==> config.mk <==
export PLATFORM = sky130hd
export DESIGN_NAME = sd_card_spi_host_sequencer_unit
export DESIGN_NICKNAME = d
export VERILOG_FILES = /design/src/hdl/sdspi_pkg.sv /design/src/hdl/sd_card_spi_host_sequencer_unit.sv /design/src/hdl/sdspi_seq.sv
export SDC_FILE = /design/constraint.sdc
export NUM_CORES = 1
export LEC_CHECK = 0
export ABC_AREA = 1
export BUFFER_PORTS_ARGS = -buffer_cell sky130_fd_sc_hd__buf_2
export CAP_MARGIN = 20
export CORE_MARGIN = 3
export CORE_UTILIZATION = 55
export DETAILED_ROUTE_END_ITERATION = 12
export PLACE_DENSITY = 0.87
export SYNTH_ARGS = -nofsm -noshare
export SYNTH_HDL_FRONTEND = slang
export SYNTH_SLANG_ARGS = --single-unit
==> constraint.sdc <==
create_clock -name clk -period 3.2 [get_ports clk]
set_input_delay 0.48 -clock clk [delete_from_list [all_inputs] [get_ports clk]]
set_output_delay 0.48 -clock clk [all_outputs]
set_load 0.01 [all_outputs]
==> src/hdl/sdspi_pkg.sv <==
package sdspi_pkg;

	typedef enum logic [4:0] {
		PH_IDLE, PH_WAKE, PH_FRAME, PH_RESP, PH_RECV, PH_TOKEN, PH_RDATA,
		PH_WGAP, PH_WTOKEN, PH_WREQ, PH_WDATA, PH_WCRC, PH_WRESP, PH_WBUSY,
		PH_STOPTOK, PH_STOPGAP, PH_BUSY, PH_RELEASE
	} phase_t;

	localparam logic [2:0] OP_INIT  = 3'd0;
	localparam logic [2:0] OP_READ  = 3'd1;
	localparam logic [2:0] OP_WRITE = 3'd2;
	localparam logic [2:0] OP_XDONE = 3'd3;
	localparam logic [2:0] OP_WDATA = 3'd4;

	localparam logic [2:0] ST_OK     = 3'd0;
	localparam logic [2:0] ST_NOCARD = 3'd1;
	localparam logic [2:0] ST_NOINIT = 3'd2;
	localparam logic [2:0] ST_PARAM  = 3'd3;
	localparam logic [2:0] ST_WREJ   = 3'd4;

	localparam logic [1:0] CFG_TRIES = 2'd0;
	localparam logic [1:0] CFG_WAKE  = 2'd1;
	localparam logic [1:0] CFG_MAXB  = 2'd2;

	localparam logic [5:0] CMD_GO    = 6'd0;
	localparam logic [5:0] CMD_IFC   = 6'd8;
	localparam logic [5:0] CMD_STOP  = 6'd12;
	localparam logic [5:0] CMD_BLEN  = 6'd16;
	localparam logic [5:0] CMD_RD1   = 6'd17;
	localparam logic [5:0] CMD_RDM   = 6'd18;
	localparam logic [5:0] CMD_WR1   = 6'd24;
	localparam logic [5:0] CMD_WRM   = 6'd25;
	localparam logic [5:0] CMD_OPC   = 6'd41;
	localparam logic [5:0] CMD_APP   = 6'd55;

	typedef struct packed {
		logic       tx_valid;
		logic [7:0] tx_byte;
		logic       select_low;
		logic       fast_clock;
		logic       read_valid;
		logic [7:0] read_byte;
		logic       data_request;
		logic       done_res;
		logic [2:0] status;
	} result_t;

endpackage

==> src/hdl/sd_card_spi_host_sequencer_unit.sv <==
// SD card SPI-mode host sequencer. Each accepted request is one host request
// (init, read, write), one completed link byte exchange, or one write data byte;
// it yields at most one result in the next cycle, and a new request can be taken
// every cycle unless a stalled result waits: the next-byte decision is a single
// pass of logic from the state registers to the result register, with the result
// register as the only buffer. Items that mean nothing in this phase yield no result.
module sd_card_spi_host_sequencer_unit
	import sdspi_pkg::*;
(
	input  logic        clk,
	input  logic        arst_n,
	input  logic        in_valid,
	output logic        in_stall,
	input  logic [2:0]  opcode,
	input  logic        card_present,
	input  logic [22:0] sector,
	input  logic [7:0]  block_count,
	input  logic [7:0]  rx_byte,
	input  logic [7:0]  data_byte,
	output logic        out_valid,
	input  logic        out_stall,
	output logic        tx_valid,
	output logic [7:0]  tx_byte,
	output logic        select_low,
	output logic        fast_clock,
	output logic        read_valid,
	output logic [7:0]  read_byte,
	output logic        data_request,
	output logic        done_res,
	output logic [2:0]  status,
	input  logic        cfg_we,
	input  logic [1:0]  cfg_index,
	input  logic [7:0]  cfg_data
);
	logic [7:0] tries_q, wake_q, maxb_q;
	logic       go, emit;
	result_t    res, res_q;

	// configuration registers
	always_ff @(posedge clk or negedge arst_n) begin
		if (!arst_n) begin
			tries_q <= 8'd8;
			wake_q  <= 8'd10;
			maxb_q  <= 8'd128;
		end else if (cfg_we) begin
			case (cfg_index)
				CFG_TRIES: tries_q <= cfg_data;
				CFG_WAKE:  wake_q  <= cfg_data;
				CFG_MAXB:  maxb_q  <= cfg_data;
				default:   ;
			endcase
		end
	end

	// stall only while a result waits and cannot leave
	assign in_stall = out_valid && out_stall;
	assign go = in_valid && !in_stall;

	sdspi_seq u_seq (
		.clk, .arst_n, .go, .opcode, .card_present, .sector, .block_count,
		.rx_byte, .data_byte, .tries_cfg(tries_q), .wake_cfg(wake_q),
		.maxb_cfg(maxb_q), .emit, .res
	);

	// result register
	always_ff @(posedge clk or negedge arst_n) begin
		if (!arst_n) out_valid <= 1'b0;
		else if (go) out_valid <= emit;
		else if (!out_stall) out_valid <= 1'b0;
	end

	always_ff @(posedge clk) begin
		if (go && emit) res_q <= res;
	end

	assign tx_valid     = res_q.tx_valid;
	assign tx_byte      = res_q.tx_byte;
	assign select_low   = res_q.select_low;
	assign fast_clock   = res_q.fast_clock;
	assign read_valid   = res_q.read_valid;
	assign read_byte    = res_q.read_byte;
	assign data_request = res_q.data_request;
	assign done_res     = res_q.done_res;
	assign status       = res_q.status;

	a_stall_hold: assert property (@(posedge clk) disable iff (!arst_n)
		in_stall |=> out_valid) else $error("result lost under stall");
	a_done_quiet: assert property (@(posedge clk) disable iff (!arst_n)
		(out_valid && done_res) |-> !tx_valid && !data_request)
		else $error("byte issued at finish");
	a_status_zero: assert property (@(posedge clk) disable iff (!arst_n)
		(out_valid && !done_res) |-> status == ST_OK) else $error("stray status");
endmodule

==> src/hdl/sdspi_seq.sv <==
module sdspi_seq
	import sdspi_pkg::*;
(
	input  logic        clk,
	input  logic        arst_n,
	input  logic        go,
	input  logic [2:0]  opcode,
	input  logic        card_present,
	input  logic [22:0] sector,
	input  logic [7:0]  block_count,
	input  logic [7:0]  rx_byte,
	input  logic [7:0]  data_byte,
	input  logic [7:0]  tries_cfg,
	input  logic [7:0]  wake_cfg,
	input  logic [7:0]  maxb_cfg,
	output logic        emit,
	output result_t     res
);
	phase_t      phase_q, ph_n;
	logic [9:0]  idx_q, idx_n;
	logic [7:0]  blk_q, blk_n, tries_q, tries_n;
	logic [31:0] addr_q, addr_n;
	logic [5:0]  cmd_q, cmd_n;
	logic [15:0] echo_q, echo_n;
	logic [1:0]  kind_q, kind_n;
	logic        multi_q, multi_n, fast_q, fast_n;
	logic [7:0]  tries1, wake1;

	assign tries1 = (tries_cfg == 8'd0) ? 8'd1 : tries_cfg;
	assign wake1  = (wake_cfg == 8'd0) ? 8'd1 : wake_cfg;

	always_ff @(posedge clk or negedge arst_n) begin
		if (!arst_n) begin
			phase_q <= PH_IDLE;
			idx_q   <= '0;
			blk_q   <= '0;
			tries_q <= '0;
			addr_q  <= '0;
			cmd_q   <= '0;
			echo_q  <= '0;
			kind_q  <= '0;
			multi_q <= 1'b0;
			fast_q  <= 1'b0;
		end else if (go) begin
			phase_q <= ph_n;
			idx_q   <= idx_n;
			blk_q   <= blk_n;
			tries_q <= tries_n;
			addr_q  <= addr_n;
			cmd_q   <= cmd_n;
			echo_q  <= echo_n;
			kind_q  <= kind_n;
			multi_q <= multi_n;
			fast_q  <= fast_n;
		end
	end

	always_comb begin
		logic       do_start, do_fin, do_issue, hit, bnd, want_ok;
		phase_t     sph;
		logic [2:0] st;
		logic [7:0] b, blkd;
		ph_n = phase_q; idx_n = idx_q; blk_n = blk_q; tries_n = tries_q;
		addr_n = addr_q; cmd_n = cmd_q; echo_n = echo_q; kind_n = kind_q;
		multi_n = multi_q; fast_n = fast_q;
		do_start = 1'b0; do_fin = 1'b0; do_issue = 1'b0; sph = PH_IDLE;
		st = ST_OK; emit = 1'b0; hit = 1'b0; b = 8'hFF;
		res = '0;
		bnd = (cmd_q == CMD_GO) || (cmd_q == CMD_IFC) || (cmd_q == CMD_APP) ||
			(cmd_q == CMD_OPC) || (cmd_q == CMD_BLEN);
		want_ok = (cmd_q == CMD_GO || cmd_q == CMD_IFC) ? (rx_byte == 8'h01)
			: (rx_byte == 8'h00);
		blkd = (blk_q != 8'd0) ? blk_q - 8'd1 : blk_q;

		if (opcode == OP_INIT || opcode == OP_READ || opcode == OP_WRITE) begin
			if (phase_q == PH_IDLE) begin
				emit = 1'b1;
				kind_n = opcode[1:0];
				if (opcode == OP_INIT) begin
					fast_n = 1'b0; multi_n = 1'b0; echo_n = '0;
					if (!card_present) begin
						do_fin = 1'b1; st = ST_NOCARD;
					end else begin
						do_start = 1'b1; sph = PH_WAKE;
					end
				end else if (block_count > maxb_cfg) begin
					do_fin = 1'b1; st = ST_PARAM;
				end else begin
					multi_n = block_count > 8'd1;
					blk_n = (block_count != 8'd0) ? block_count : 8'd1;
					if (opcode == OP_READ)
						cmd_n = (block_count > 8'd1) ? CMD_RDM : CMD_RD1;
					else
						cmd_n = (block_count > 8'd1) ? CMD_WRM : CMD_WR1;
					addr_n = {sector, 9'd0};
					do_start = 1'b1; sph = PH_FRAME;
				end
			end
		end else if (opcode == OP_XDONE) begin
			if (phase_q != PH_IDLE && phase_q != PH_WREQ) begin
				emit = 1'b1;
				case (phase_q)
					PH_WAKE: begin
						idx_n = idx_q + 10'd1;
						if (idx_n >= {2'b0, wake1}) begin
							cmd_n = CMD_GO; addr_n = '0; do_start = 1'b1; sph = PH_FRAME;
						end else do_issue = 1'b1;
					end
					PH_FRAME: begin
						idx_n = idx_q + 10'd1;
						if (idx_n >= 10'd6) begin
							do_start = 1'b1; sph = PH_RESP;
						end else do_issue = 1'b1;
					end
					PH_RESP: begin
						if (want_ok || !bnd || tries_q <= 8'd1) begin
							if (!want_ok && !bnd) do_issue = 1'b1;
							else begin
								hit = want_ok;
								// response handling per command
								case (cmd_q)
									CMD_GO: if (hit) begin
										cmd_n = CMD_IFC; addr_n = 32'h1AA; do_start = 1'b1; sph = PH_FRAME;
									end else begin
										do_fin = 1'b1; st = ST_NOINIT;
									end
									CMD_IFC: if (hit) begin
										do_start = 1'b1; sph = PH_RECV;
									end else begin
										multi_n = 1'b0; cmd_n = CMD_APP; addr_n = '0;
										do_start = 1'b1; sph = PH_FRAME;
									end
									CMD_APP: begin
										cmd_n = CMD_OPC; addr_n = multi_q ? 32'h4000_0000 : 32'h0;
										do_start = 1'b1; sph = PH_FRAME;
									end
									CMD_OPC: if (!multi_q) begin
										cmd_n = CMD_BLEN; addr_n = 32'd512; do_start = 1'b1; sph = PH_FRAME;
									end else if (hit) begin
										do_start = 1'b1; sph = PH_RECV;
									end else begin
										cmd_n = CMD_APP; addr_n = '0; do_start = 1'b1; sph = PH_FRAME;
									end
									CMD_BLEN: begin
										do_start = 1'b1;
										if (hit) sph = PH_RELEASE;
										else begin
											addr_n = 32'd512; sph = PH_FRAME;
										end
									end
									CMD_STOP: begin
										do_start = 1'b1; sph = PH_BUSY;
									end
									default: begin
										do_start = 1'b1; sph = (kind_q == 2'd1) ? PH_TOKEN : PH_WGAP;
									end
								endcase
							end
						end else begin
							tries_n = tries_q - 8'd1; do_issue = 1'b1;
						end
					end
					PH_RECV: begin
						idx_n = idx_q + 10'd1;
						if (cmd_q == CMD_IFC) begin
							if (idx_q == 10'd2) echo_n[15:8] = rx_byte;
							if (idx_q == 10'd3) echo_n[7:0] = rx_byte;
							if (idx_n < 10'd4) do_issue = 1'b1;
							else if (echo_n == 16'h01AA) begin
								multi_n = 1'b1; cmd_n = CMD_APP; addr_n = '0;
								do_start = 1'b1; sph = PH_FRAME;
							end else begin
								do_fin = 1'b1; st = ST_NOINIT;
							end
						end else if (idx_n < 10'd3) do_issue = 1'b1;
						else begin
							cmd_n = CMD_BLEN; addr_n = 32'd512; do_start = 1'b1; sph = PH_FRAME;
						end
					end
					PH_TOKEN: if (rx_byte == 8'hFE) begin
						do_start = 1'b1; sph = PH_RDATA;
					end else do_issue = 1'b1;
					PH_RDATA: begin
						if (idx_q < 10'd512) begin
							res.read_valid = 1'b1; res.read_byte = rx_byte;
						end
						idx_n = idx_q + 10'd1;
						if (idx_n < 10'd514) do_issue = 1'b1;
						else begin
							blk_n = blkd;
							if (blkd != 8'd0) begin
								do_start = 1'b1; sph = PH_TOKEN;
							end else if (multi_q) begin
								cmd_n = CMD_STOP; addr_n = '0; do_start = 1'b1; sph = PH_FRAME;
							end else begin
								do_start = 1'b1; sph = PH_BUSY;
							end
						end
					end
					PH_WGAP: begin
						do_start = 1'b1; sph = PH_WTOKEN;
					end
					PH_WTOKEN: begin
						do_start = 1'b1; sph = PH_WREQ;
					end
					PH_WDATA: begin
						idx_n = idx_q + 10'd1;
						if (idx_q == 10'd511) begin
							do_start = 1'b1; sph = PH_WCRC;
						end else begin
							ph_n = PH_WREQ; do_issue = 1'b1;
						end
					end
					PH_WCRC: begin
						idx_n = idx_q + 10'd1;
						if (idx_n >= 10'd2) begin
							do_start = 1'b1; sph = PH_WRESP;
						end else do_issue = 1'b1;
					end
					PH_WRESP: if (rx_byte[4:0] != 5'h05) begin
						do_fin = 1'b1; st = ST_WREJ;
					end else begin
						do_start = 1'b1; sph = multi_q ? PH_WBUSY : PH_BUSY;
					end
					PH_WBUSY: if (rx_byte == 8'd0) do_issue = 1'b1;
					else begin
						blk_n = blkd; do_start = 1'b1;
						sph = (blkd != 8'd0) ? PH_WTOKEN : PH_STOPTOK;
					end
					PH_STOPTOK: begin
						do_start = 1'b1; sph = PH_STOPGAP;
					end
					PH_STOPGAP: begin
						do_start = 1'b1; sph = PH_BUSY;
					end
					PH_BUSY: if (rx_byte != 8'd0) begin
						do_start = 1'b1; sph = PH_RELEASE;
					end else do_issue = 1'b1;
					PH_RELEASE: begin
						if (kind_q == 2'd0) fast_n = 1'b1;
						do_fin = 1'b1; st = ST_OK;
					end
					default: emit = 1'b0;
				endcase
			end
		end else if (opcode == OP_WDATA) begin
			if (phase_q == PH_WREQ) begin
				emit = 1'b1; ph_n = PH_WDATA;
				res.tx_valid = 1'b1; res.tx_byte = data_byte;
			end
		end

		if (do_start) begin
			ph_n = sph; idx_n = '0; tries_n = tries1; do_issue = 1'b1;
		end
		if (do_issue) begin
			if (ph_n == PH_WREQ) res.data_request = 1'b1;
			else begin
				case (ph_n)
					PH_FRAME: begin
						case (idx_n[2:0])
							3'd0: b = {2'b01, cmd_n};
							3'd1: b = addr_n[31:24];
							3'd2: b = addr_n[23:16];
							3'd3: b = addr_n[15:8];
							3'd4: b = addr_n[7:0];
							default: b = (cmd_n == CMD_GO) ? 8'h95 :
								(cmd_n == CMD_IFC) ? 8'h87 : 8'hFF;
						endcase
					end
					PH_WTOKEN:  b = multi_n ? 8'hFC : 8'hFE;
					PH_STOPTOK: b = 8'hFD;
					default:    b = 8'hFF;
				endcase
				res.tx_valid = 1'b1; res.tx_byte = b;
			end
		end
		if (do_fin) begin
			ph_n = PH_IDLE;
			res.tx_valid = 1'b0; res.tx_byte = '0; res.data_request = 1'b0;
			res.done_res = 1'b1; res.status = st;
		end
		res.select_low = (ph_n != PH_IDLE && ph_n != PH_WAKE && ph_n != PH_RELEASE);
		res.fast_clock = fast_n;
	end
endmodule

======== Word-level counts from Yosys, hierarchy flattened ========
Index checks and enable logic that the tools add are counted.
storage, ports and cells
  output and inout bits ................... 27
  register bits ........................... 139
  word-level logic and storage cells ...... 408
  input bits .............................. 66
operators by class
  equality and inequality tests ........... 57
  $lt $le $gt $ge ......................... 10
  muxes and demuxes ....................... 252
  bitwise logic cells ..................... 5
  reduce and logical (&&, ||, !) cells .... 57
  add/subtract/negate cells ............... 3
operator list
  cell                  count
  $mux 32               20
  $mux 8                31
  $pmux 32 s5           1
  $mux 5                26
  $pmux 32 s4           1
  $mux 6                20
  $mux 16               7
  $mux 1                90
  $pmux 5 s15           1
  $mux 9                7
  $eq 5x4->1 const B    11
  $mux 10               5
  $pmux 6 s4            2
  $mux 3                15
  $pmux 8 s5            1
  $reduce_bool 8->1     4
  $mux 31               1
  $pmux 5 s6            1
  $logic_not 8->1       3
  $mux 2                12
  $pmux 8 s3            1
  $eq 10x2->1 const B   2
  $eq 5x3->1 const B    4
  $lt 10x10->1 const B  2
  62 further kinds      116

======== Longest topological paths before layout ========
Gate-level depths: netlist (run 1).
  depth in word-level cells ............... 22
  mapped depth ............................ 31
  depth with buffers taken out ............ 30

======== Hierarchy ========
A second synthesis (run 1) with hierarchy kept.
unflattened totals
  cell total of the unflattened synthesis .. 1472
  area total of the unflattened synthesis .. 10149.7 um^2
by module, submodules not included
  module                           cells each  instances  area each (um^2)  seq. area each (um^2)
  sdspi_seq                        1332        1          8293.0            2227.1
  sd_card_spi_host_sequencer_unit  140         1          1856.8            1381.3

======== Worst setup path after synthesis (run 1) ========
Ideal clock, no wire load.
  path type ............................... input -> register
  start point ............................. input port opcode[0]
  end point ............................... register res_q, in the netlist data_request (enable)
  required time ........................... 2.760 ns
  cell stages on the path ................. 7
  data arrival time ....................... 3.240 ns
  path slack .............................. -0.480 ns
  setup time .............................. 0.440 ns
  cells stage by stage .................... nand2_1 -> nand2_1 -> inv_1 -> clkbuf_1 -> clkbuf_1 -> nor4_1 -> nor3_1
between the ends
  longest elaborated chain between the ends .. 5
  elaborated cells on any way between the ends .. 11
ends and longest elaborated chain
  element                                            line                                   text
  start: declaration                                 sd_card_spi_host_sequencer_unit.sv:14  input logic [2:0] opcode,
  $eq 3x3->1 (tied with other cells)                 sdspi_seq.sv:246                       end else if (opcode == OP_WDATA) begin
  $mux 1 / $logic_or 1x1->1 (equally long branches)  sdspi_seq.sv:246, sdspi_seq.sv:75
  $mux 1 / $logic_or 1x1->1 (equally long branches)  sdspi_seq.sv:99, sdspi_seq.sv:75
  $mux 1 (*)                                         sdspi_seq.sv:75                        if (opcode == OP_INIT || opcode == OP_READ || opcode == OP_WRITE) begin
  $logic_and 1x1->1 (*)                              sd_card_spi_host_sequencer_unit.sv:73  if (go && emit) res_q <= res;
  end signal: assignment                             sd_card_spi_host_sequencer_unit.sv:73
  end: declaration                                   sd_card_spi_host_sequencer_unit.sv:37  result_t res, res_q;
Every way passes the cells marked *; elsewhere a longest branch is shown, timed or not.
A chain may end at the register's enable or synchronous reset.

======== Worst setup path in the final report (run 1) ========
  start point ............................. register u_seq.idx_q[1]
  end point ............................... register res_q, in the netlist tx_byte[5], data pin
between the ends
  longest elaborated chain between the ends .. 22
  elaborated cells on any way between the ends .. 117
ends and longest elaborated chain
  element                         line                                text
  start: declaration              sdspi_seq.sv:20                     logic [9:0] idx_q, idx_n;
  start signal: assignment        sdspi_seq.sv:46                     idx_q <= idx_n;
  $eq 10x2->1 (on tied branches)  sdspi_seq.sv:167, sdspi_seq.sv:166
  $mux 8 (on tied branches)       sdspi_seq.sv:167, sdspi_seq.sv:166
  $mux 8                          sdspi_seq.sv:165                    if (cmd_q == CMD_IFC) begin
  $mux 8                          sdspi_seq.sv:102                    case (phase_q)
  $mux 8                          sdspi_seq.sv:100                    if (phase_q != PH_IDLE && phase_q != PH_WREQ) begin
  $mux 8                          sdspi_seq.sv:99                     end else if (opcode == OP_XDONE) begin
  $mux 8                          sdspi_seq.sv:75
  $eq 16x9->1                     sdspi_seq.sv:169                    else if (echo_n == 16'h01AA) begin
  (+6 left out)                   --
  $mux 6                          sdspi_seq.sv:75
  $eq 6x4->1                      sdspi_seq.sv:268                    (cmd_n == CMD_IFC) ? 8'h87 : 8'hFF;
  $mux 7                          sdspi_seq.sv:268
  $mux 8                          sdspi_seq.sv:267                    default: b = (cmd_n == CMD_GO) ? 8'h95 :
  $pmux 8 s5                      sdspi_seq.sv:261                    case (idx_n[2:0])
  $pmux 8 s3                      sdspi_seq.sv:259                    case (ph_n)
  $mux 9                          sdspi_seq.sv:257                    if (ph_n == PH_WREQ) res.data_request = 1'b1;
  $mux 9                          sdspi_seq.sv:256                    if (do_issue) begin
Parallel ways exist; a longest one is shown, timed or not. The select of a mux whose other input is x is not followed.

==> results of run 1 <==
-- power by group through the flow --
| stage | clock network, uW | registers, uW | logic [uW] |
|---|---|---|---|
| global placement | 0 | 2470 | 3480 |
| detailed placement | 0 | 2490 | 3580 |
| floorplan | 0 | 2470 | 2070 |
| CTS | 2100 | 2470 | 3710 |
| finish | 2110 | 2500 | 4130 |
| global route | 2180 | 2540 | 4490 |
-- worst max-delay path: stages, from the launching register on --
cell	delay, ns
dfrtp_2	0.45
buf_6	0.15
nand3_4	0.08
o21bai_1	0.20
nand2_2	0.09
inv_2	0.07
ha_4	0.20
a21o_1	0.16
nor2_1	0.13
nand2_1	0.11
nand2_2	0.10
nand3_2	0.08
nand2_2	0.09
nand2_2	0.07
nor3_2	0.19
nand2_2	0.09
nand2_4	0.10
nand2_8	0.08
nand2_8	0.13
buf_6	0.12
nand2_4	0.06
inv_6	0.09
buf_4	0.12
nand3_1	0.16
nand3_1	0.20
o21ai_2	0.08
a21oi_2	0.12
-- metrics by stage --
step / setup TNS, ns / hold slack [ns] / total power [uW] / area, sq um / utilization
2_1_floorplan: 0 / 0.184 / 4540 / 10100 / -
3_3_place_gp: -1.63 / 0.462 / 5950 / 12200 / 0.695
3_5_place_dp: -4.74 / 0.465 / 6070 / 12200 / 0.695
4_1_cts: -1.59 / 0.121 / 8290 / 13100 / 0.744
5_1_grt: -20.23 / 0.134 / 9210 / 13600 / 0.773
6_report: -9.81 / 0.0993 / 8740 / 13600 / 0.773
-- cells by family (layout without fill, tap and decap cells) --
| group | after synthesis | count (layout) |
|---|---|---|
| muxes | 1 | 1 |
| buffers and inverters | 246 | 559 |
| AOI/OAI and AO/OA | 281 | 281 |
| adders and majority gates | 24 | 24 |
| xor gates and xnor gates | 6 | 6 |
| and+or+nand+nor | 789 | 790 |
| DFF | 139 | 139 |
-- cells in the final DEF (no fill, tap or decap), types with 6 or more instances in the layout --
| cell | instances |
|---|---|
| ha_1 | 20 |
| nand4_1 | 23 |
| buf_4 | 201 |
| xor2_1 | 6 |
| o21ai_0 | 137 |
| nor2_4 | 9 |
| nand2_4 | 14 |
| inv_1 | 185 |
| o21ai_1 | 10 |
| a31oi_1 | 8 |
| nand3_2 | 10 |
| nor2_2 | 25 |
| buf_2 | 92 |
| o21ai_2 | 14 |
| nand2_1 | 375 |
| a21oi_2 | 9 |
| dfrtp_1 | 105 |
| nor2_1 | 149 |
| edfxtp_1 | 25 |
| buf_12 | 8 |
| nand3_1 | 98 |
| nor3_1 | 18 |
| o211ai_1 | 13 |
| o31ai_1 | 8 |
| inv_6 | 7 |
| inv_2 | 17 |
| clkbuf_16 | 18 |
| nand2_2 | 39 |
| a21oi_1 | 48 |
| buf_6 | 15 |
-- state kept, by name (all words and copies together), names as in the netlist --
signal / cells
maxb_q: 8
fast_clock: 1
data_request: 1
u_seq.echo_q: 16
u_seq.blk_q: 8
u_seq.kind_q: 2
read_valid: 1
u_seq.tries_q: 8
out_valid: 1
tx_valid: 1
u_seq.cmd_q: 6
status: 3
u_seq.addr_q: 32
done_res: 1
u_seq.fast_q: 1
tries_q: 8
wake_q: 8
u_seq.idx_q: 10
tx_byte: 8
u_seq.multi_q: 1
select_low: 1
read_byte: 8
u_seq.phase_q: 5
-- final cells by class --
class                      instances  area, sq um
tap                              225          282
sequential                       139         3610
clock inverter                    12          146
fill                            1201         4000
clock buffer                      20          468
multi-input combinational       1102         5960
timing repair buffer             317         2310
inverter                         210          808
-- metal layers --
layer	track usage	vias up
met4	0.143	0
met3	0.0746	181
met2	0.549	854
met1	0.436	5475
li1	-	5483
met5	0	-
-- repair_timing --
item                                    4_1_cts  5_1_grt
endpoints found under the setup margin       48       69
setup buffers                                12       14
gates cloned                                  1        0
resized for setup                            43      108
pin swaps                                    32       53
-- path summary, 6_finish.rpt --
| check | startpoint | endpoint | slack, ns | cells after the start |
|---|---|---|---|---|
| max | u_seq.idx_q[1] | tx_byte[5] | -0.46 | 26 |
| max in group asynchronous | arst_n | maxb_q[7] | 2.24 | 2 |
| max reg2reg | u_seq.idx_q[1] | tx_byte[5] | -0.46 | 26 |
| min reg2reg | u_seq.echo_q[12] | u_seq.echo_q[12] | 0.48 | 2 |
| min | arst_n | u_seq.idx_q[9] | 0.1 | 1 |
| min in group clk | sector[6] | u_seq.addr_q[15] | 0.31 | 3 |
==> results.yml, run 1 <==
pwr:
  internal_power_uw: 5110
  power_frac_comb: 0.472
  power.density_nw_per_um2: 643
  p_clk_frac: 0.242
  p_sw_frac: 0.416
  power.switching_uw: 3640
  vdd_ir_drop_max_v: 0.000527
  p_leak_uw: 0.00691
  seqPwrFrac: 0.286
timing:
  setup_ws_ns: -0.457
  drv_slew: 0
  skew_ns: 0.0169
  finalCriticalPeriod_ns: 3.66
  slew_headroom: 0.508
  tightest_slew_ns: 0.738
  fin_crit_sh: 1.14
  hold_viol: 0
  clock.fmax_mhz: 273
  setup_viol: 56
  rsz0062_at_grt: "true"
clock_tree:
  cts_sinks: 139
  tritoncts: "done"
  numCtsBuffers: 17
  cts_buffer_depth: 2
  cts_hold_buffers: 0
  insertion_delay_ns: 0.45
  h-tree-depth: 4
  ctsRootBufferMaster: "clkbuf_16"
  clk_pin_slew_worst_paths_ns: 0.07
critical_path:
  endpoint_kind: "register"
  critPathKind: "reg -> reg"
  cp_max_fo: 7
  required_ns: 3.50
  cp-start-kind: "register"
  arrival_ns: 3.96
detailed_routing:
  drtIter0Drc: 1628
  dr_wl_met2_microns: 16900
  wl_met3_microns: 3770
  ant_nets: 0
  wl_met1_microns: 13900
  vias: 11993
  highest_layer: "met4"
  drc_errors: 0
  vias_per_cell: 5.92
  dr.pass1.iters: 6
  wl_per_cell_microns: 17.9
  routed_wl_microns: 36300
logic_synthesis:
  synth_simple_gate_area_frac: 0.347
  netlist_instances: 1486
  synth_ff_type: "dfrtp_1"
  synth_nets: 1576
  ys_seq_area_frac: 0.359
  async_flop_share: 0.820
  synth_edf_count: 25
  synth-adder-area-share: 0.0299
  synth.largest_area_cell: "dfrtp_1"
  synth_warnings: 0
  synth_seq_cells: 139
  synth_common_cells: "nand2_1, inv_1, nor2_1, o21ai_0, dfrtp_1"
  synthMuxAreaShare: 0.00112
  synth_compound_area_frac: 0.160
  synthXorXnorAreaFrac: 0.00523
  synth_top_area_frac: 0.274
  synth.most_common_cell: "nand2_1"
  avgSynthCellArea_sq_um: 6.77
  yosys-top-cells-area: "dfrtp_1, nand2_1, edfxtp_1, o21ai_0, inv_1"
  synth_area_sq_um: 10100
  synth_top_family_by_area: "simple AND/OR/NAND/NOR gates"
  synth_cell_types: 63
layout:
  layout.cells.non_filler: 2025
  layout-drive-gt1-share: 0.298
  diodes: 0
  nNetsFinal: 1877
  area_delta_synth_final_pct: 35.2
placed_design:
  gp_congestion: 1.05
  place_ws_ns: -0.360
  dp_cells: 1967
  port_buffers: 92
  dp_hpwl_microns: 24900
die:
  rows: 48
  die_area_sq_um: 19900
  io_pins: 93
  chipWidth_microns: 141
  core_area_sq_um: 17600
  die-height_microns: 141
  initial_core_util: 0.571
global_routing:
  track_usage: 0.338
  grt_max_degree: 51
  overflow: 0
  grt_pass1_vias: 11055
  grt_first_pass_wirelength_microns: 54100
  antenna_found_initial: 0
status:
  outcome: "complete, but fails checks"
  violations: "negative setup slack"
run:
  drv_cap: 0
worst_hold_path:
  hold_class: "in -> async"
Power figures use the tool's default switching activity.
==> inputs of run 2 (changes only) <==
--- a/config.mk
+++ b/config.mk
@@ -10,7 +10,7 @@
 export CAP_MARGIN = 20
 export CORE_MARGIN = 3
-export CORE_UTILIZATION = 55
+export CORE_UTILIZATION = 36
 export DETAILED_ROUTE_END_ITERATION = 12
-export PLACE_DENSITY = 0.87
+export PLACE_DENSITY = 0.56
 export SYNTH_ARGS = -nofsm -noshare
 export SYNTH_HDL_FRONTEND = slang
==> constraint.sdc (replaced) <==
create_clock -name clk -period 3.2 [get_ports clk]
set_input_delay 0.48 -clock clk [delete_from_list [all_inputs] [get_ports clk]]
set_output_delay 0.48 -clock clk [all_outputs]
set_load 0.02 [all_outputs]
==> run 2 against run 1 <==
Against the previous run: the flow still finishes with violations (negative setup slack); largest power group unchanged; core utilization down 22 points; critical path type unchanged; clock-buffer cell count down 1; setup slack gained 0.14 ns.
==> results.yml, run 2 (synthesized netlist as in run 1, its figures left out) <==
timing:
  finalCriticalPeriod_ns: 3.52
  skew_ns: 0.0131
  setup_viol: 54
  clock.fmax_mhz: 284
  fin_crit_sh: 1.10
  slew_headroom: 0.523
  hold_ws_ns: 0.0852
  hold_viol: 0
  drv_slew: 0
  tightest_slew_ns: 0.716
  setup_ws_ns: -0.321
  fin_tns_setup_ns: -6.43
  rsz0062_at_grt: "true"
clock_tree:
  ctsRootBufferMaster: "clkbuf_16"
  clk_pin_slew_worst_paths_ns: 0.07
  numCtsBuffers: 17
  cts_buffer_depth: 2
  insertion_delay_ns: 0.44
  cts_hold_buffers: 0
  h-tree-depth: 4
  tritoncts: "done"
  cts_sinks: 139
layout:
  diodes: 0
  largest_reg_flops: 32
  layout_common_cells: "nand2_1, buf_4, inv_1, nor2_1, o21ai_0"
  finish.utilization: 0.550
  regMostFlops: "u_seq.addr_q"
  top_regs: "u_seq.addr_q (32), u_seq.echo_q (16), u_seq.idx_q (10)"
  layout-drive-gt1-share: 0.370
  layout.cells.non_filler: 2263
  n_fill_cell: 2661
  nNetsFinal: 1968
  area_delta_synth_final_pct: 48.6
  final_common_cell: "nand2_1"
die:
  die_area_sq_um: 30000
  initial_core_util: 0.370
  rows: 60
  chipWidth_microns: 173
  die-height_microns: 173
  io_pins: 93
  core_area_sq_um: 27200
run:
  drv_cap: 0
placed_design:
  port_buffers: 92
  place_ws_ns: -0.401
  dp_hpwl_microns: 28400
  dp_cells: 2187
  gp_congestion: 0.994
global_routing:
  globalRouteMet1Util: 0.339
  busiest_layer: "met2"
  antenna_found_initial: 0
  grt_first_pass_wirelength_microns: 59300
  met2_usage: 0.399
  grt_pass1_vias: 11194
  grt_max_degree: 57
  overflow: 0
  track_usage: 0.245
  use_met3: 0.0479
critical_path:
  critPathKind: "reg -> reg"
  cp-start-kind: "register"
  endpoint_kind: "register"
  cp_max_fo: 6
  required_ns: 3.39
  arrival_ns: 3.71
detailed_routing:
  ant_nets: 0
  routed_wl_microns: 37600
  vias_per_cell: 5.02
  drtIter0Drc: 917
  vias: 11369
  drc_errors: 0
  dr.pass1.iters: 6
  wl_per_cell_microns: 16.6
pwr:
  p_leak_uw: 0.00745
  power.density_nw_per_um2: 605
  vdd_ir_drop_max_v: 0.000349
status:
  violations: "negative setup slack"
  outcome: "complete, but fails checks"
worst_hold_path:
  hold_class: "in -> async"
==> run 2: cell count changes in the layout (fill, tap and decap cells not counted), sizes merged <==
cell    before  now
clkinv       3   10
inv        215  211
bufinv       2    0
clkbuf      20   21
buf        317  406
==> run 2: path summary, 6_finish.rpt <==
| kind | startpoint | endpoint | slack, ns | cells past startpoint |
|---|---|---|---|---|
| setup / recovery | u_seq.idx_q[1] | tx_byte[5] | -0.32 | 27 |
| hold / removal | arst_n | u_seq.phase_q[2] | 0.09 | 1 |
| setup reg to reg | u_seq.idx_q[1] | tx_byte[5] | -0.32 | 27 |
| hold reg to reg | u_seq.echo_q[10] | u_seq.echo_q[10] | 0.48 | 2 |
| max in group asynchronous | arst_n | tries_q[3] | 2.32 | 2 |
| min in group clk | sector[7] | u_seq.addr_q[16] | 0.31 | 3 |
==> run 2: metal layers <==
layer	share of wire	vias to the layer above
met1	0.46	5340
met4	0.015	0
li1	-	5671
met3	0.060	38
met2	0.46	320
met5	0	-
==> run 2: what timing repair did <==
action | in CTS | in global routing
setup buffers | 27 | 15
endpoints found under the hold margin | 0 | 0
setup endpoints to repair | 37 | 74
resized for setup | 104 | 180
cloned | 2 | 2
pin swaps | 56 | 63
==> run 2: area by class of cell <==
class	count	area, sq um	area share
clock buffer	19	464	0.0311
clock inverter	13	105	0.00704
inverter	210	826	0.0553
multi-input combinational	1102	6350	0.425
sequential	139	3610	0.242
tap	372	465	0.0312
timing repair buffer	408	3110	0.208
==> run 2: worst max-delay path, stage by stage, from the launching register on <==
cell and delay [ns]:
dfrtp_2 0.44, buf_6 0.13, nand3_4 0.08, o21bai_1 0.21, nand2_2 0.10, inv_2 0.07, ha_4 0.19, a21o_1 0.15
nor2_1 0.09, nand2_1 0.10, nand2_2 0.09, nand3_2 0.07, nand2_2 0.09, nand2_2 0.06, nor3_2 0.19, nand2_2 0.09
nand2_4 0.10, nand2_8 0.08, nand2_8 0.12, o21ai_4 0.10, buf_6 0.13, nand2_4 0.05, buf_4 0.12, nor2_1 0.04
nor2_1 0.09, nand2_1 0.06, o21ai_2 0.13, a21oi_1 0.08
==> run 2: stage by stage <==
stage / power, uW / instance area [sq um]
after floorplan: 4560 / 10100
after global placement: 6350 / 13000
after detailed placement: 6390 / 13000
after CTS: 8630 / 14200
after global routing: 9670 / 14900
final: 9040 / 14900
==> run 2: report_power, final <==
| group | internal, uW | total [uW] | switching [uW] |
|---|---|---|---|
| registers | 2220 | 2480 | 260 |
| logic | 1970 | 4580 | 2610 |
| clock network | 1080 | 1980 | 903 |
| total | 5260 | 9040 | 3770 |
==> inputs of run 3 (changes only) <==
BUFFER_PORTS_ARGS = -buffer_cell sky130_fd_sc_hd__clkbuf_2   (was -buffer_cell sky130_fd_sc_hd__buf_2)
SETUP_SLACK_MARGIN = 0.5   (was unset)
==> run 3 against run 2 <==
Against the previous run: the run still ends with negative setup slack left; wire length down 1.3%; clock-buffer cell count unchanged; clock skew up 0.0023 ns; core utilization up 2.1 points; critical path type unchanged; critical endpoint is now tx_byte[4].
==> results.yml, run 3 (synthesized netlist as in run 1, its figures left out) <==
status:
  outcome: "complete, but fails checks"
  violations: "negative setup slack"
timing:
  skew_ns: 0.0154
  finalCriticalPeriod_ns: 3.53
  slew_headroom: 0.483
  rsz0062_at_grt: "true"
  fin_crit_sh: 1.10
  clock.fmax_mhz: 283
  setup_viol: 44
  hold_ws_ns: 0.0862
  setup_ws_ns: -0.330
  tightest_slew_ns: 0.776
  hold_viol: 0
  drv_slew: 0
layout:
  multi_input_area_sq_um: 6680
  register_area_sq_um: 3620
  top_regs: "u_seq.addr_q (32), u_seq.echo_q (16), u_seq.idx_q (10)"
  final_common_cell: "nand2_1"
  finish.utilization: 0.570
  design_area_sq_um: 15500
  n_fill_cell: 2615
  layout_common_cells: "nand2_1, buf_4, inv_1, nor2_1, dfrtp_1"
  layout.cells.non_filler: 2268
  regMostFlops: "u_seq.addr_q"
  largest_reg_flops: 32
  diodes: 0
  area_delta_synth_final_pct: 54.1
  nNetsFinal: 1973
  layout-drive-gt1-share: 0.402
critical_path:
  slowest_stage: "dfrtp_2"
  required_ns: 3.40
  arrival_ns: 3.73
  endpoint: "tx_byte[4]"
  endpoint_kind: "register"
  cp-start-kind: "register"
  crit_start: "u_seq.idx_q[0]"
  ff2ff_setup_slack_ns: -0.33
  critPathKind: "reg -> reg"
  slowest_delay_ns: 0.45
  reg2reg_from: "u_seq.idx_q[0]"
  r2r-end: "tx_byte[4]"
  cp_max_fo: 6
  reg2reg_depth: 26
placed_design:
  gp_congestion: 0.962
  port_buffers: 92
  dp_cells: 2164
  dp_hpwl_microns: 27100
  dpl_cell_area_sq_um: 12900
clock_tree:
  numCtsBuffers: 17
  insertion_delay_ns: 0.45
  cts_buffer_depth: 2
  ctsRootBufferMaster: "clkbuf_16"
  cts_sinks: 139
  tritoncts: "done"
  h-tree-depth: 4
  clk_pin_slew_worst_paths_ns: 0.07
pwr:
  internal_power_uw: 5410
  power.switching_uw: 3840
  seqPwrFrac: 0.270
  p_sw_frac: 0.415
  vdd_ir_drop_max_v: 0.000421
  p_leak_uw: 0.00772
  power_frac_comb: 0.502
  p_clk_frac: 0.227
  power_uw: 9240
  power.density_nw_per_um2: 597
worst_hold_path:
  hold_class: "in -> async"
detailed_routing:
  dr.pass1.iters: 5
  drc_errors: 0
  wl_per_cell_microns: 16.4
  drtIter0Drc: 968
  routed_wl_microns: 37100
  ant_nets: 0
  vias: 11457
  vias_per_cell: 5.05
global_routing:
  grt_max_degree: 57
  track_usage: 0.236
  overflow: 0
  grt_pass1_vias: 10758
  antenna_found_initial: 0
  grt_first_pass_wirelength_microns: 56700
die:
  chipWidth_microns: 173
  die-height_microns: 173
  die_area_sq_um: 30000
  rows: 60
  io_pins: 93
  core_area_sq_um: 27200
  initial_core_util: 0.370
run:
  drv_cap: 0
run 3: cell types whose count changed in the layout (fill, tap and decap cells not counted), moves of 10 or more:
cell and change:
o21ai_1 +27, nor2_1 -17, a21oi_2 +10, buf_6 +15, a21oi_1 -14, o21ai_0 -35, nand2_1 -21, buf_4 -20
buf_2 -91, clkbuf_2 +91, nor2_4 +10, nand2_2 +14
run 3: repair_timing:
item | CTS | global route
setup endpoints to repair | 109 | 100
gates cloned | 2 | 5
resized for setup | 202 | 213
pin swaps | 68 | 92
hold buffers | 0 | 0
buffers inserted | 38 | 27
run 3: worst min path at each step:
stage / end / depth (start not counted) / slack (ns)
final: u_seq.echo_q[6] / 1 / 0.09
after global routing: u_seq.echo_q[14] / 1 / 0.14
after CTS: u_seq.echo_q[6] / 1 / 0.12
after detailed placement: u_seq.addr_q[2] / 2 / 0.46
after global placement: u_seq.addr_q[2] / 2 / 0.45
after floorplan: maxb_q[0] / 0 / 0.18
run 3: cell type report:
class | count | share of cell area
well taps | 372 | 0.0300
clock buffers | 19 | 0.0292
multi-input cells | 1102 | 0.431
repair inverters | 1 | 0.000484
flip-flops and latches | 139 | 0.233
repair buffers | 412 | 0.213
clock inverters | 13 | 0.00993
inverters | 210 | 0.0528
run 3: power groups by stage:
| stage | Clock (uW) | Combinational, uW | Sequential, uW |
|---|---|---|---|
| floorplan | 0 | 2100 | 2500 |
| global placement | 0 | 3770 | 2500 |
| finish | 2100 | 4640 | 2500 |
| CTS | 2130 | 4210 | 2490 |
| global route | 2210 | 5090 | 2540 |
| detailed placement | 0 | 3800 | 2500 |
run 3: metal layers:
layer / up-vias / global-route usage / routed length [microns]
li1: 5662 / - / -
met3: 66 / 0.0459 / 2150
met5: - / 0 / 0
met2: 329 / 0.375 / 17200
met4: 0 / 0.0828 / 1100
met1: 5400 / 0.320 / 16700
run 3: stage by stage:
stage               worst slack, ns  TNS [ns]
floorplan                     0.146         0
global placement             -0.431     -3.82
detailed placement           -0.405     -4.16
CTS                          -0.212     -2.41
global route                 -0.466    -15.77
finish                       -0.330     -7.61
run 3: worst max-delay path, delay by kind of cell (launching register included):
family                     cells  cell delay, ns
adders and majority gates      1            0.19
AOI/OAI and AO/OA              4            0.39
and+or+nand+nor               15            1.48
buffers and inverters          6            0.77
DFF                            1            0.45
